==> src/sv/polygon_plane_clipper_macros.svh <==
// ----------------------------------------------------------------------------
// Polygon plane clipper assertion macros
// Concurrent check helpers shared by the clipper modules.
// ----------------------------------------------------------------------------
`ifndef POLYGON_PLANE_CLIPPER_MACROS_SVH
`define POLYGON_PLANE_CLIPPER_MACROS_SVH

`ifndef SYNTHESIS
// check an implication on every clock edge out of reset
`define PPC_ASSERT_IMP(lbl, ante, cons, msg) \
    lbl: assert property (@(posedge clk) disable iff (!rst_n) (ante) |-> (cons)) \
        else $error(msg);
// check a condition that must hold on every clock edge out of reset
`define PPC_ASSERT_ALWAYS(lbl, cond, msg) \
    lbl: assert property (@(posedge clk) disable iff (!rst_n) (cond)) \
        else $error(msg);
`else
`define PPC_ASSERT_IMP(lbl, ante, cons, msg)
`define PPC_ASSERT_ALWAYS(lbl, cond, msg)
`endif

`endif

==> src/sv/ppc_pkg.sv <==
`timescale 1ns / 1ps
// ----------------------------------------------------------------------------
// Polygon plane clipper package
// Shared types, constants and vertex helpers.
// ----------------------------------------------------------------------------
package ppc_pkg;

    localparam int VERTEX_DIM  = 7;
    localparam int MAX_EDGES   = 64;
    localparam int CAP_INT     = (2 * MAX_EDGES < 255) ? 2 * MAX_EDGES : 255;
    localparam logic [7:0] COUNT_CAP = 8'(CAP_INT);
    localparam int ATTR_INT    = (VERTEX_DIM - 3 < 4) ? VERTEX_DIM - 3 : 4;
    localparam logic [2:0] ATTR_LIMIT = 3'(ATTR_INT);

    localparam int SLAB_FULL = 15;
    localparam int SLAB_HI   = 14;
    localparam int SLAB_LO   = 7;
    localparam int NEAR_P    = 8;
    localparam int DIV_BITS  = 16;

    localparam int QUEUE_DEPTH = 2;
    localparam int QPTR_W      = $clog2(QUEUE_DEPTH);

    localparam logic [1:0] AXIS_X = 2'd0;
    localparam logic [1:0] AXIS_Y = 2'd1;

    localparam logic [2:0] COMP_X = 3'd0;
    localparam logic [2:0] COMP_Y = 3'd1;
    localparam logic [2:0] COMP_Z = 3'd2;
    localparam logic [2:0] COMP_A = 3'd3;
    localparam logic [2:0] COMP_B = 3'd4;
    localparam logic [2:0] COMP_C = 3'd5;
    localparam logic [2:0] COMP_D = 3'd6;

    typedef enum logic [2:0] {
        CFG_AXIS_MODE  = 3'd0,
        CFG_CLIP_MIN   = 3'd1,
        CFG_CLIP_MAX   = 3'd2,
        CFG_ATTR_COUNT = 3'd3,
        CFG_NEAR_PLANE = 3'd4
    } cfg_index_t;

    typedef enum logic [2:0] {
        B_IDLE,
        B_DIV_GO,
        B_DIV_WAIT,
        B_LERP,
        B_EMIT
    } back_state_t;

    typedef struct packed {
        logic [1:0]         axis_mode;
        logic signed [15:0] clip_min;
        logic signed [15:0] clip_max;
        logic [2:0]         attr_count;
        logic [15:0]        near_plane;
    } cfg_t;

    typedef struct packed {
        logic [3:0][23:0]   attr;
        logic signed [23:0] z;
        logic signed [15:0] y;
        logic signed [15:0] x;
    } vtx_t;

    typedef struct packed {
        vtx_t s;
        vtx_t e;
        logic lo_start;
        logic clip_lo;
        logic clip_hi;
        logic emit_s;
        logic emit_e;
        logic last;
    } job_t;

    typedef struct packed {
        vtx_t       v;
        logic       is_closing;
        logic       end_of_run;
        logic [7:0] vertex_count;
    } out_t;

    function automatic logic signed [23:0] vtx_comp(vtx_t v, logic [2:0] k);
        logic signed [23:0] r;
        case (k)
            COMP_X:  r = 24'(v.x);
            COMP_Y:  r = 24'(v.y);
            COMP_Z:  r = v.z;
            COMP_A:  r = v.attr[0];
            COMP_B:  r = v.attr[1];
            COMP_C:  r = v.attr[2];
            COMP_D:  r = v.attr[3];
            default: r = '0;
        endcase
        return r;
    endfunction

    function automatic vtx_t vtx_set(vtx_t v, logic [2:0] k, logic [23:0] val);
        vtx_t r;
        r = v;
        case (k)
            COMP_X:  r.x = val[15:0];
            COMP_Y:  r.y = val[15:0];
            COMP_Z:  r.z = val;
            COMP_A:  r.attr[0] = val;
            COMP_B:  r.attr[1] = val;
            COMP_C:  r.attr[2] = val;
            COMP_D:  r.attr[3] = val;
            default: r = v;
        endcase
        return r;
    endfunction

endpackage

==> src/sv/ppc_front.sv <==
`timescale 1ns / 1ps
// ----------------------------------------------------------------------------
// Clipper front end
// Accepts vertices, keeps the previous one and classifies each edge.
// ----------------------------------------------------------------------------
module ppc_front (
    input  logic          clk,
    input  logic          rst_n,
    input  ppc_pkg::cfg_t cfg,
    input  logic          in_valid,
    output logic          in_ready,
    input  ppc_pkg::vtx_t in_vtx,
    input  logic          in_last,
    input  logic          q_full,
    output logic          push,
    output ppc_pkg::job_t push_job
);
    import ppc_pkg::*;

    vtx_t prev_reg;
    logic have_prev_reg;

    logic [2:0]         n_attr;
    vtx_t               cur_v;
    vtx_t               prv_v;
    logic               slab;
    logic [2:0]         sel;
    logic signed [23:0] s_c;
    logic signed [23:0] e_c;
    logic signed [23:0] lo_c;
    logic signed [23:0] hi_c;
    logic signed [23:0] bnd_min;
    logic signed [23:0] bnd_max;
    logic signed [23:0] near_z;
    logic               lo_start;
    logic               drop;
    logic               clip_lo;
    logic               clip_hi;
    logic               edge_ok;

    always_comb
    begin
        n_attr = (cfg.attr_count > ATTR_LIMIT) ? ATTR_LIMIT : cfg.attr_count;
        cur_v  = in_vtx;
        prv_v  = prev_reg;
        // zero attributes that are not in use on both ends
        for (int i = 0; i < 4; i++)
        begin
            if (3'(i) >= n_attr)
            begin
                cur_v.attr[i] = '0;
                prv_v.attr[i] = '0;
            end
        end
        slab     = (cfg.axis_mode == AXIS_X) || (cfg.axis_mode == AXIS_Y);
        sel      = slab ? ((cfg.axis_mode == AXIS_Y) ? COMP_Y : COMP_X) : COMP_Z;
        s_c      = vtx_comp(prv_v, sel);
        e_c      = vtx_comp(cur_v, sel);
        lo_start = s_c < e_c;
        lo_c     = lo_start ? s_c : e_c;
        hi_c     = lo_start ? e_c : s_c;
        bnd_min  = 24'(cfg.clip_min);
        bnd_max  = 24'(cfg.clip_max);
        near_z   = {8'd0, cfg.near_plane};
        if (slab)
        begin
            drop    = (lo_c >= bnd_max) || (hi_c <= bnd_min);
            clip_lo = lo_c <= bnd_min;
            clip_hi = hi_c >= bnd_max;
        end
        else
        begin
            drop    = hi_c < near_z;
            clip_lo = lo_c < near_z;
            clip_hi = 1'b0;
        end
        edge_ok = have_prev_reg && !drop;

        push_job.s        = prv_v;
        push_job.e        = cur_v;
        push_job.lo_start = lo_start;
        push_job.clip_lo  = edge_ok && clip_lo;
        push_job.clip_hi  = edge_ok && clip_hi;
        push_job.emit_s   = edge_ok && (lo_start ? clip_lo : clip_hi);
        push_job.emit_e   = edge_ok;
        push_job.last     = in_last;
    end

    assign in_ready = !q_full;
    assign push     = in_valid && !q_full;

    always_ff @(posedge clk or negedge rst_n)
    begin
        if (!rst_n)
        begin
            have_prev_reg <= 1'b0;
        end
        else if (push)
        begin
            have_prev_reg <= !in_last;
        end
    end

    always_ff @(posedge clk)
    begin
        if (push)
        begin
            prev_reg <= cur_v;
        end
    end

endmodule

==> src/sv/ppc_fifo.sv <==
`timescale 1ns / 1ps
// ----------------------------------------------------------------------------
// Clipper job queue
// Short queue of classified edges between front and back end.
// ----------------------------------------------------------------------------
`include "polygon_plane_clipper_macros.svh"

module ppc_fifo (
    input  logic          clk,
    input  logic          rst_n,
    input  logic          push,
    input  ppc_pkg::job_t push_job,
    input  logic          pop,
    output ppc_pkg::job_t head,
    output logic          full,
    output logic          empty
);
    import ppc_pkg::*;

    // depth is a power of two, so pointers wrap on their own
    job_t              mem_reg [QUEUE_DEPTH];
    logic [QPTR_W-1:0] wr_ptr_reg;
    logic [QPTR_W-1:0] rd_ptr_reg;
    logic [QPTR_W:0]   cnt_reg;

    assign full  = cnt_reg == (QPTR_W + 1)'(QUEUE_DEPTH);
    assign empty = cnt_reg == '0;
    assign head  = mem_reg[rd_ptr_reg];

    always_ff @(posedge clk or negedge rst_n)
    begin
        if (!rst_n)
        begin
            wr_ptr_reg <= '0;
            rd_ptr_reg <= '0;
            cnt_reg    <= '0;
        end
        else
        begin
            if (push)
            begin
                wr_ptr_reg <= wr_ptr_reg + 1'b1;
            end
            if (pop)
            begin
                rd_ptr_reg <= rd_ptr_reg + 1'b1;
            end
            if (push && !pop)
            begin
                cnt_reg <= cnt_reg + 1'b1;
            end
            else if (pop && !push)
            begin
                cnt_reg <= cnt_reg - 1'b1;
            end
        end
    end

    always_ff @(posedge clk)
    begin
        if (push)
        begin
            mem_reg[wr_ptr_reg] <= push_job;
        end
    end

    `PPC_ASSERT_IMP(a_pop_nonempty, pop, !empty, "queue popped while empty")

endmodule

==> src/sv/ppc_div.sv <==
`timescale 1ns / 1ps
// ----------------------------------------------------------------------------
// Clipper serial divider
// Restoring divide, one quotient bit per cycle, quotient below 2^16.
// ----------------------------------------------------------------------------
module ppc_div (
    input  logic        clk,
    input  logic        rst_n,
    input  logic        start,
    input  logic [31:0] num,
    input  logic [23:0] den,
    output logic        done,
    output logic [15:0] quot
);
    import ppc_pkg::*;

    localparam int CNT_W = $clog2(DIV_BITS + 1);

    logic [23:0]          rem_reg;
    logic [23:0]          den_reg;
    logic [DIV_BITS-1:0]  lo_reg;
    logic [DIV_BITS-1:0]  quot_reg;
    logic [CNT_W-1:0]     cnt_reg;
    logic                 done_reg;

    logic [24:0] trial;
    logic [24:0] diff;
    logic        ge;

    always_comb
    begin
        trial = {rem_reg, lo_reg[DIV_BITS-1]};
        ge    = trial >= {1'b0, den_reg};
        diff  = trial - {1'b0, den_reg};
    end

    always_ff @(posedge clk or negedge rst_n)
    begin
        if (!rst_n)
        begin
            cnt_reg  <= '0;
            done_reg <= 1'b0;
        end
        else
        begin
            done_reg <= 1'b0;
            if (start)
            begin
                cnt_reg <= CNT_W'(DIV_BITS);
            end
            else if (cnt_reg != '0)
            begin
                cnt_reg  <= cnt_reg - 1'b1;
                done_reg <= cnt_reg == CNT_W'(1);
            end
        end
    end

    always_ff @(posedge clk)
    begin
        if (start)
        begin
            // high half is below the divisor, so the quotient fits
            rem_reg <= 24'(num[31:DIV_BITS]);
            lo_reg  <= num[DIV_BITS-1:0];
            den_reg <= den;
        end
        else if (cnt_reg != '0)
        begin
            rem_reg  <= ge ? diff[23:0] : trial[23:0];
            lo_reg   <= {lo_reg[DIV_BITS-2:0], 1'b0};
            quot_reg <= {quot_reg[DIV_BITS-2:0], ge};
        end
    end

    assign done = done_reg;
    assign quot = quot_reg;

endmodule

==> src/sv/ppc_back.sv <==
`timescale 1ns / 1ps
// ----------------------------------------------------------------------------
// Clipper back end
// Computes clipped endpoints and hands out the resulting vertices.
// ----------------------------------------------------------------------------
`include "polygon_plane_clipper_macros.svh"

module ppc_back (
    input  logic          clk,
    input  logic          rst_n,
    input  ppc_pkg::cfg_t cfg,
    input  logic          q_empty,
    input  ppc_pkg::job_t q_head,
    output logic          pop,
    output logic          out_valid,
    input  logic          out_ready,
    output ppc_pkg::out_t out_item
);
    import ppc_pkg::*;

    localparam logic [1:0] STEP_START = 2'd0;
    localparam logic [1:0] STEP_END   = 2'd1;
    localparam logic [1:0] STEP_CLOSE = 2'd2;
    localparam logic [3:0] LERP_LAST  = 4'd8;
    localparam logic [3:0] LERP_COMPS = 4'd7;

    back_state_t state_reg;
    back_state_t state_next;

    job_t        job_reg;
    vtx_t        sv_reg;
    vtx_t        ev_reg;
    vtx_t        first_reg;
    logic        pass_reg;
    logic [15:0] q_reg;
    logic [3:0]  k_reg;
    logic [1:0]  step_reg;
    logic [7:0]  count_reg;
    logic        out_valid_reg;
    out_t        out_reg;

    logic signed [24:0] d1_reg;
    logic [15:0]        tm1_reg;
    logic [3:0]         sh1_reg;
    logic signed [23:0] b1_reg;
    logic               rp1_reg;
    logic               v1_reg;
    logic [2:0]         i1_reg;

    logic signed [41:0] p2_reg;
    logic [3:0]         sh2_reg;
    logic signed [23:0] b2_reg;
    logic               rp2_reg;
    logic               v2_reg;
    logic [2:0]         i2_reg;

    // shared terms
    logic               slab;
    logic [2:0]         c_sel;
    vtx_t               lv;
    vtx_t               rv;
    logic signed [23:0] bound;
    logic signed [23:0] bound_val;
    logic signed [24:0] lc;
    logic signed [24:0] rc;
    logic signed [24:0] lz;
    logic signed [24:0] rz;
    logic signed [24:0] bdiff;
    logic signed [24:0] zdiff;
    logic signed [24:0] sdiff;
    logic signed [24:0] ddiff;
    logic [31:0]        div_num;
    logic [23:0]        div_den;
    logic               div_start;
    logic               div_done;
    logic [15:0]        div_quot;

    // interpolation stage one
    logic [2:0]         k3;
    logic signed [23:0] lk;
    logic signed [24:0] dk;
    logic signed [24:0] d1;
    logic [15:0]        tm1;
    logic [3:0]         sh1;
    logic               rp1;

    // interpolation stage three
    logic signed [41:0] shifted;
    logic signed [42:0] sum3;
    logic [23:0]        sat3;
    logic [23:0]        val3;
    logic               tgt_s;

    // emission
    logic       present;
    logic       out_free;
    logic       emit_load;
    logic       emit_adv;
    logic       emit_fin;
    logic [7:0] count_inc;
    out_t       item;

    always_comb
    begin
        slab      = (cfg.axis_mode == AXIS_X) || (cfg.axis_mode == AXIS_Y);
        c_sel     = (cfg.axis_mode == AXIS_Y) ? COMP_Y : COMP_X;
        lv        = job_reg.lo_start ? job_reg.s : job_reg.e;
        rv        = job_reg.lo_start ? job_reg.e : job_reg.s;
        bound     = pass_reg ? 24'(cfg.clip_max) : 24'(cfg.clip_min);
        bound_val = slab ? bound : {8'd0, cfg.near_plane};
        lc        = 25'(vtx_comp(lv, c_sel));
        rc        = 25'(vtx_comp(rv, c_sel));
        lz        = 25'(vtx_comp(lv, COMP_Z));
        rz        = 25'(vtx_comp(rv, COMP_Z));
        bdiff     = 25'(bound) - lc;
        sdiff     = rc - lc;
        zdiff     = $signed({9'd0, cfg.near_plane}) - lz;
        ddiff     = rz - lz;
        if (slab)
        begin
            div_num = 32'(bdiff[16:0]) << SLAB_FULL;
            div_den = 24'(sdiff[16:0]);
        end
        else
        begin
            div_num = 32'(zdiff[23:0]) << NEAR_P;
            div_den = ddiff[23:0];
        end
    end

    ppc_div u_div (
        .clk   (clk),
        .rst_n (rst_n),
        .start (div_start),
        .num   (div_num),
        .den   (div_den),
        .done  (div_done),
        .quot  (div_quot)
    );

    // stage one: pick difference, weight and shift for component k
    always_comb
    begin
        k3  = k_reg[2:0];
        lk  = vtx_comp(lv, k3);
        dk  = 25'(vtx_comp(rv, k3)) - 25'(lk);
        d1  = dk;
        tm1 = q_reg;
        sh1 = '0;
        rp1 = 1'b0;
        if (slab)
        begin
            if (k3 == c_sel)
            begin
                rp1 = 1'b1;
            end
            else if (k3 == COMP_Z)
            begin
                sh1 = 4'(SLAB_FULL);
            end
            else if (k3 < COMP_Z)
            begin
                tm1 = q_reg >> (SLAB_FULL - SLAB_HI);
                sh1 = 4'(SLAB_HI);
            end
            else
            begin
                tm1 = q_reg >> (SLAB_FULL - SLAB_HI + SLAB_LO);
                d1  = dk >>> SLAB_LO;
            end
        end
        else
        begin
            if (k3 == COMP_Z)
            begin
                rp1 = 1'b1;
            end
            else
            begin
                sh1 = 4'(NEAR_P);
            end
        end
    end

    // stage three: floor shift, add base, saturate to 24 bits, or take the bound
    always_comb
    begin
        shifted = p2_reg >>> sh2_reg;
        sum3    = 43'(b2_reg) + 43'(shifted);
        if (sum3 > 43'sd8388607)
        begin
            sat3 = 24'h7FFFFF;
        end
        else if (sum3 < -43'sd8388608)
        begin
            sat3 = 24'h800000;
        end
        else
        begin
            sat3 = sum3[23:0];
        end
        val3  = rp2_reg ? bound_val : sat3;
        tgt_s = pass_reg ? !job_reg.lo_start : job_reg.lo_start;
    end

    // emission selection
    always_comb
    begin
        out_free  = !out_valid_reg || out_ready;
        count_inc = (count_reg < COUNT_CAP) ? count_reg + 8'd1 : count_reg;
        case (step_reg)
            STEP_START:
            begin
                present           = job_reg.emit_s;
                item.v            = sv_reg;
                item.is_closing   = 1'b0;
                item.end_of_run   = !(job_reg.emit_e || job_reg.last);
                item.vertex_count = count_inc;
            end
            STEP_END:
            begin
                present           = job_reg.emit_e;
                item.v            = ev_reg;
                item.is_closing   = 1'b0;
                item.end_of_run   = !job_reg.last;
                item.vertex_count = count_inc;
            end
            default:
            begin
                present           = job_reg.last && (count_reg != '0);
                item.v            = first_reg;
                item.is_closing   = 1'b1;
                item.end_of_run   = 1'b1;
                item.vertex_count = count_reg;
            end
        endcase
    end

    // next state
    always_comb
    begin
        state_next = state_reg;
        case (state_reg)
            B_IDLE:
            begin
                if (!q_empty)
                begin
                    state_next = (q_head.clip_lo || q_head.clip_hi) ? B_DIV_GO : B_EMIT;
                end
            end
            B_DIV_GO:
            begin
                state_next = B_DIV_WAIT;
            end
            B_DIV_WAIT:
            begin
                if (div_done)
                begin
                    state_next = B_LERP;
                end
            end
            B_LERP:
            begin
                if (k_reg == LERP_LAST)
                begin
                    state_next = (!pass_reg && job_reg.clip_hi) ? B_DIV_GO : B_EMIT;
                end
            end
            B_EMIT:
            begin
                if (emit_fin)
                begin
                    state_next = B_IDLE;
                end
            end
            default:
            begin
                state_next = B_IDLE;
            end
        endcase
    end

    // outputs of the sequencer
    always_comb
    begin
        pop       = (state_reg == B_IDLE) && !q_empty;
        div_start = state_reg == B_DIV_GO;
        emit_adv  = (state_reg == B_EMIT) && (!present || out_free);
        emit_load = (state_reg == B_EMIT) && present && out_free;
        emit_fin  = emit_adv && (step_reg == STEP_CLOSE);
    end

    always_ff @(posedge clk or negedge rst_n)
    begin
        if (!rst_n)
        begin
            state_reg     <= B_IDLE;
            count_reg     <= '0;
            out_valid_reg <= 1'b0;
            v1_reg        <= 1'b0;
            v2_reg        <= 1'b0;
            step_reg      <= STEP_START;
            k_reg         <= '0;
            pass_reg      <= 1'b0;
        end
        else
        begin
            state_reg <= state_next;
            v1_reg    <= (state_reg == B_LERP) && (k_reg < LERP_COMPS);
            v2_reg    <= v1_reg;
            if (pop)
            begin
                pass_reg <= !q_head.clip_lo;
                step_reg <= STEP_START;
            end
            if (div_done)
            begin
                k_reg <= '0;
            end
            else if (state_reg == B_LERP)
            begin
                k_reg <= k_reg + 4'd1;
                if (k_reg == LERP_LAST)
                begin
                    pass_reg <= 1'b1;
                end
            end
            if (emit_adv)
            begin
                step_reg <= step_reg + 2'd1;
            end
            if (emit_load)
            begin
                out_valid_reg <= 1'b1;
                if (step_reg != STEP_CLOSE)
                begin
                    count_reg <= count_inc;
                end
            end
            else if (out_ready)
            begin
                out_valid_reg <= 1'b0;
            end
            // a polygon ends: start counting afresh
            if (emit_fin && job_reg.last)
            begin
                count_reg <= '0;
            end
        end
    end

    always_ff @(posedge clk)
    begin
        if (pop)
        begin
            job_reg <= q_head;
            sv_reg  <= q_head.s;
            ev_reg  <= q_head.e;
        end
        else if (v2_reg)
        begin
            if (tgt_s)
            begin
                sv_reg <= vtx_set(sv_reg, i2_reg, val3);
            end
            else
            begin
                ev_reg <= vtx_set(ev_reg, i2_reg, val3);
            end
        end
        if (div_done)
        begin
            q_reg <= div_quot;
        end
        d1_reg  <= d1;
        tm1_reg <= tm1;
        sh1_reg <= sh1;
        b1_reg  <= lk;
        rp1_reg <= rp1;
        i1_reg  <= k3;
        p2_reg  <= $signed({1'b0, tm1_reg}) * d1_reg;
        sh2_reg <= sh1_reg;
        b2_reg  <= b1_reg;
        rp2_reg <= rp1_reg;
        i2_reg  <= i1_reg;
        if (emit_load)
        begin
            out_reg <= item;
            if ((step_reg != STEP_CLOSE) && (count_reg == '0))
            begin
                first_reg <= item.v;
            end
        end
    end

    assign out_valid = out_valid_reg;
    assign out_item  = out_reg;

    `PPC_ASSERT_IMP(a_div_done_wait, div_done, state_reg == B_DIV_WAIT, "divide done out of turn")
    `PPC_ASSERT_IMP(a_div_quot_range, div_done, div_quot <= 16'h8000, "clip weight above one")
    `PPC_ASSERT_ALWAYS(a_count_cap, count_reg <= COUNT_CAP, "vertex count past cap")

endmodule

==> src/sv/polygon_plane_clipper.sv <==
`timescale 1ns / 1ps
// ----------------------------------------------------------------------------
// Polygon plane clipper
// Sutherland-Hodgman clip of one polygon against an x or y slab or the near z plane.
// ----------------------------------------------------------------------------
// Vertices stream in one beat each, the polygon's first vertex repeated as the
// closing beat with tlast set; every beat after the first clips the edge from
// the previous vertex against the x or y slab or the near z plane and yields
// zero to two vertices, and the closing beat adds a copy of the first output
// vertex flagged in tuser. Each clipped endpoint takes a pass of the 16-step
// serial divider and of the shared interpolation multiplier. A two-entry queue
// lets input beats be taken while the back end works. Configuration must be
// written only while the block is idle; the block itself does not enforce this.
// ----------------------------------------------------------------------------
module polygon_plane_clipper (
    input  logic         clk,
    input  logic         rst_n,
    input  logic         cfg_we,
    input  logic [2:0]   cfg_index,
    input  logic [15:0]  cfg_data,
    input  logic         s_axis_tvalid,
    output logic         s_axis_tready,
    // pos_x, pos_y, pos_z, attr_a, attr_b, attr_c, attr_d
    input  logic [151:0] s_axis_tdata,
    input  logic         s_axis_tlast,
    output logic         m_axis_tvalid,
    input  logic         m_axis_tready,
    // out_x, out_y, out_z, out_attr_a, out_attr_b, out_attr_c, out_attr_d,
    // vertex_count
    output logic [159:0] m_axis_tdata,
    // is_closing
    output logic [0:0]   m_axis_tuser,
    output logic         m_axis_tlast
);
    import ppc_pkg::*;

    cfg_t cfg_reg;
    vtx_t in_vtx;
    logic q_full;
    logic q_empty;
    logic push;
    logic pop;
    job_t push_job;
    job_t q_head;
    out_t out_item;

    always_ff @(posedge clk or negedge rst_n)
    begin
        if (!rst_n)
        begin
            cfg_reg.axis_mode  <= AXIS_X;
            cfg_reg.clip_min   <= 16'sd0;
            cfg_reg.clip_max   <= 16'sd319;
            cfg_reg.attr_count <= 3'd4;
            cfg_reg.near_plane <= 16'd16;
        end
        else if (cfg_we)
        begin
            case (cfg_index)
                CFG_AXIS_MODE:  cfg_reg.axis_mode  <= cfg_data[1:0];
                CFG_CLIP_MIN:   cfg_reg.clip_min   <= cfg_data;
                CFG_CLIP_MAX:   cfg_reg.clip_max   <= cfg_data;
                CFG_ATTR_COUNT: cfg_reg.attr_count <= cfg_data[2:0];
                CFG_NEAR_PLANE: cfg_reg.near_plane <= cfg_data;
                default:        cfg_reg <= cfg_reg;
            endcase
        end
    end

    always_comb
    begin
        in_vtx.x       = s_axis_tdata[15:0];
        in_vtx.y       = s_axis_tdata[31:16];
        in_vtx.z       = s_axis_tdata[55:32];
        in_vtx.attr[0] = s_axis_tdata[79:56];
        in_vtx.attr[1] = s_axis_tdata[103:80];
        in_vtx.attr[2] = s_axis_tdata[127:104];
        in_vtx.attr[3] = s_axis_tdata[151:128];
    end

    ppc_front u_front (
        .clk      (clk),
        .rst_n    (rst_n),
        .cfg      (cfg_reg),
        .in_valid (s_axis_tvalid),
        .in_ready (s_axis_tready),
        .in_vtx   (in_vtx),
        .in_last  (s_axis_tlast),
        .q_full   (q_full),
        .push     (push),
        .push_job (push_job)
    );

    ppc_fifo u_fifo (
        .clk      (clk),
        .rst_n    (rst_n),
        .push     (push),
        .push_job (push_job),
        .pop      (pop),
        .head     (q_head),
        .full     (q_full),
        .empty    (q_empty)
    );

    ppc_back u_back (
        .clk       (clk),
        .rst_n     (rst_n),
        .cfg       (cfg_reg),
        .q_empty   (q_empty),
        .q_head    (q_head),
        .pop       (pop),
        .out_valid (m_axis_tvalid),
        .out_ready (m_axis_tready),
        .out_item  (out_item)
    );

    assign m_axis_tdata = {out_item.vertex_count, out_item.v.attr[3], out_item.v.attr[2],
                           out_item.v.attr[1], out_item.v.attr[0], out_item.v.z,
                           out_item.v.y, out_item.v.x};
    assign m_axis_tuser = out_item.is_closing;
    assign m_axis_tlast = out_item.end_of_run;

endmodule

==> config.mk <==
export PLATFORM = sky130hd
export DESIGN_NAME = polygon_plane_clipper
export DESIGN_NICKNAME = d
export VERILOG_FILES = /design/src/sv/ppc_pkg.sv /design/src/sv/ppc_front.sv /design/src/sv/ppc_fifo.sv /design/src/sv/ppc_div.sv /design/src/sv/ppc_back.sv /design/src/sv/polygon_plane_clipper.sv
export VERILOG_INCLUDE_DIRS = /design/src /design/src/sv
export SDC_FILE = /design/constraint.sdc
export NUM_CORES = 2
export LEC_CHECK = 0
export ABC_CLOCK_PERIOD_IN_PS = 26200
export BUFFER_PORTS_ARGS = -buffer_cell sky130_fd_sc_hd__buf_2
export CAP_MARGIN = 25
export CORE_ASPECT_RATIO = 1.2
export CORE_UTILIZATION = 50
export CTS_CLUSTER_DIAMETER = 120
export DETAILED_ROUTE_END_ITERATION = 16
export GPL_TIMING_DRIVEN = 0
export PLACE_DENSITY = 0.66
export SLEW_MARGIN = 20
export SYNTH_ARGS = -nofsm -noshare
export SYNTH_HDL_FRONTEND = slang
export SYNTH_SLANG_ARGS = --single-unit
==> constraint.sdc <==
create_clock -name clk -period 26.2 [get_ports clk]
set_clock_uncertainty 0.1 [all_clocks]
set_input_delay 2.62 -clock clk [delete_from_list [all_inputs] [get_ports clk]]
set_output_delay 2.62 -clock clk [all_outputs]
set_load 0.005 [all_outputs]
==> results.md <==
| Metric | Value | Unit |
|:---|:---|:---|
| Top cell types by occurrence after synthesis | 1779 x sky130_fd_sc_hd__edfxtp_1, 951 x sky130_fd_sc_hd__nand2_1, 630 x sky130_fd_sc_hd__inv_1 | - |
| Max-slew violations | 0 | - |
| Reg clk slew, reported paths | 60 | ps |
| Die extent in x | 426 | um |
| Count of yosys warnings during synthesis | 0 | - |
| First-pass iteration count of the detailed router | 8 | - |
| Core footprint | 214000 | um^2 |
| Delay of the slowest cell on the worst path | 860 | ps |
| Antenna violations before repair | 41 | - |
| Post-CTS sizing | 0 | - |
| Clock tree buffer depth | 3 | - |
| Std-Cell Rows | 186 | - |
| Total setup violations reported at the end of the flow | 0 | - |
| Post-synth EDFFs | 1779 | - |
| Top sig layer | met5 | - |
| Height of the chip | 510 | um |
| Synthesized netlist net count | 9933 | - |
| Worst R2R Setup Slack | 14670 | ps |
| Number of buffers inserted during clock tree synthesis | 201 | - |
| Syn-to-layout area delta | 13.5 | % |
| Outcome | completed | - |
| Total number of vias | 78700 | - |
| Final worst path period need | 11530 | ps |
| Number of nets in the layout | 10600 | - |
| Arrival time worst endpoint | 11990 | ps |
| Async SR Flop Fraction | 4.21 | % |
| Worst min-delay path class | flop to flop | - |
| Critical path fanouts, max | 10 | - |
| Netlist area before placement | 108000 | um^2 |
| Total grt overflow | 0 | - |
| Path type of the worst setup path | flop to flop | - |
| Clock sinks | 2017 | - |
| Number of max-cap violations | 0 | - |
| Port buffer count | 340 | - |
| Main flop type after synthesis | sky130_fd_sc_hd__edfxtp_1 | - |
| RSZ-0062 raised after global routing | false | - |
| Fillcell total | 17800 | - |
| Total met3 wirelength after detailed routing | 38.2 | mm |
| Number of vias per cell | 6.24 | - |
| Met2 Routed Length | 190 | mm |
| Sum of routed wire length over all layers | 420 | mm |
| CTS tree | built | - |
| DRC marker count from the first detailed-route iteration | 10100 | - |
| Worst slew slack as a fraction of its limit | 15.2 | % |
| Kind of start point of the critical path | flop | - |
| Via count of the first global-routing pass | 76100 | - |
| Initial Utilization | 50.3 | % |
| Antenna Violating Nets Remaining | 0 | - |
| Critical path data required time | 26650 | ps |
| Largest net degree at the start of global routing | 87 | - |
| Leading area contributor after synthesis | sky130_fd_sc_hd__edfxtp_1 | - |
| Share of the synthesized area in the top cell type | 49.6 | % |
| Transition at the pin with the smallest max-transition slack | 1270 | ps |
| Syn avg cell area | 12.0 | um^2 |
| Clock root buffer master | sky130_fd_sc_hd__clkbuf_16 | - |
| Post-CTS Hold Buffers | 0 | - |
| Clock insertion delay at the later pin of the skew report | 910 | ps |
| Top Ports | 341 | - |
| Global-route wire length before repair | 576 | mm |
| Flip-flop count of the largest register after layout | 620 | - |
| Number of H-tree levels | 4 | - |
| Cell at the slowest stage of the critical path | sky130_fd_sc_hd__buf_1 | - |
| Yosys reg bits | 2017 | - |
| Cell count after synthesis | 8931 | - |
| Count leader, synth | sky130_fd_sc_hd__edfxtp_1 | - |
| Routability congestion estimate from global placement | 1.08 | - |
| All-Layer GR Usage | 38.3 | % |
| Final Cycle Share | 44.0 | % |
| Most area-consuming cells after synthesis | sky130_fd_sc_hd__edfxtp_1 50%, sky130_fd_sc_hd__fa_1 7.4%, sky130_fd_sc_hd__ha_1 5.0% | - |
| Fraction of final layout cells sized beyond drive strength 1 | 14.8 | % |
| M1 wire length | 159 | mm |
| Final hold violations | 0 | - |
| Remaining design rule violation count | 0 | - |
| Type of destination of the critical path | flop | - |
| Average routed wire per standard cell | 33.3 | um |
| Number of setup buffers added after CTS | 0 | - |
| Final setup margin | 14670 | ps |
| Final-layout setup total negative slack | 0 | ps |
| Utilization after layout | 57.1 | % |
| Count of distinct cell types in the synthesized netlist | 81 | - |
| Detailed placement HPWL | 335 | mm |
| Worst slack at placement | 14920 | ps |
| Max Fclk | 0.0867 | GHz |
| Share of synthesized area occupied by flip-flops and latches | 54.5 | % |
| DIE AREA | 217000 | um^2 |
-- through the flow --
step	instance area (um^2)	hold slack [ps]	cells
6_report	122000	218	12600
5_1_grt	122000	228	12600
4_1_cts	122000	222	12600
3_5_place_dp	115000	212	12200
3_3_place_gp	113000	211	12100
2_1_floorplan	108000	210	8931
-- worst max-delay path, delay by kind of cell, from the launching register on --
kind            cells  cell delay, ps
fa+ha+maj           2             740
compound gates     14            4070
flops               1             320
simple gates        7            1480
buf+inv            10            4440
-- cell type report --
class / count / area (um^2) / share of cell area [%]
tap: 2820 / 3530 / 2.89
sequential: 2017 / 58600 / 48.0
timing repair buffer: 473 / 3860 / 3.16
antenna: 11 / 27.5 / 0.0225
clock inverter: 120 / 1410 / 1.16
clock buffer: 253 / 5370 / 4.40
multi-input combinational: 5808 / 45000 / 36.9
buffer: 472 / 1920 / 1.57
inverter: 634 / 2390 / 1.96
-- cell usage in the layout (no fill, tap or decap), types with 194 or more instances in the layout --
master                      synthesis  final
sky130_fd_sc_hd__a21oi_1          325    320
sky130_fd_sc_hd__and2_1           240    240
sky130_fd_sc_hd__buf_2             26    385
sky130_fd_sc_hd__clkbuf_1         366    397
sky130_fd_sc_hd__clkbuf_16          0    205
sky130_fd_sc_hd__edfxtp_1        1779   1779
sky130_fd_sc_hd__fa_1             398    398
sky130_fd_sc_hd__ha_1             427    427
sky130_fd_sc_hd__inv_1            630    629
sky130_fd_sc_hd__mux2_2           424    424
sky130_fd_sc_hd__mux2i_1          251    239
sky130_fd_sc_hd__nand2_1          951    951
sky130_fd_sc_hd__nor2_1           433    418
sky130_fd_sc_hd__nor2b_1          194    194
sky130_fd_sc_hd__o21ai_0          481    477
-- final timing paths --
path / start / to / cells after the start
max reg2reg: cfg_reg[52] / u_fifo.mem_reg[1][2] / 33
max in group asynchronous: rst_n / u_back.k_reg[2] / 2
min reg2reg: u_back.sh1_reg[2] / u_back.sh2_reg[2] / 0
min: u_back.sh1_reg[2] / u_back.sh2_reg[2] / 0
min in group asynchronous: rst_n / cfg_reg[38] / 1
max: cfg_reg[52] / u_fifo.mem_reg[1][2] / 33
-- kinds of logic (layout without fill, tap and decap cells) --
family,after synthesis,after routing,synth area share (%)
AO/OA/AOI/OAI,1753,1753,10.4
XOR/XNOR,186,186,1.51
adder cells (fa/ha/maj),825,825,12.4
buffers and inverters,1106,1952,3.98
flip-flops,2017,2017,54.5
multiplexers,683,683,6.94
other,0,11,0
AND/OR/NAND/NOR,2361,2361,10.3
-- metal layers --
layer  GRT usage, %  vias to the layer above
met4           24.9                       12
li1               -                    33600
met3           7.21                     1060
met5              0                        -
met2           59.6                     4539
met1           49.2                    39500
Power is left out: the tool's default activity adds up to more than one toggle a clock period on the data nets, which glitch-free logic cannot reach.
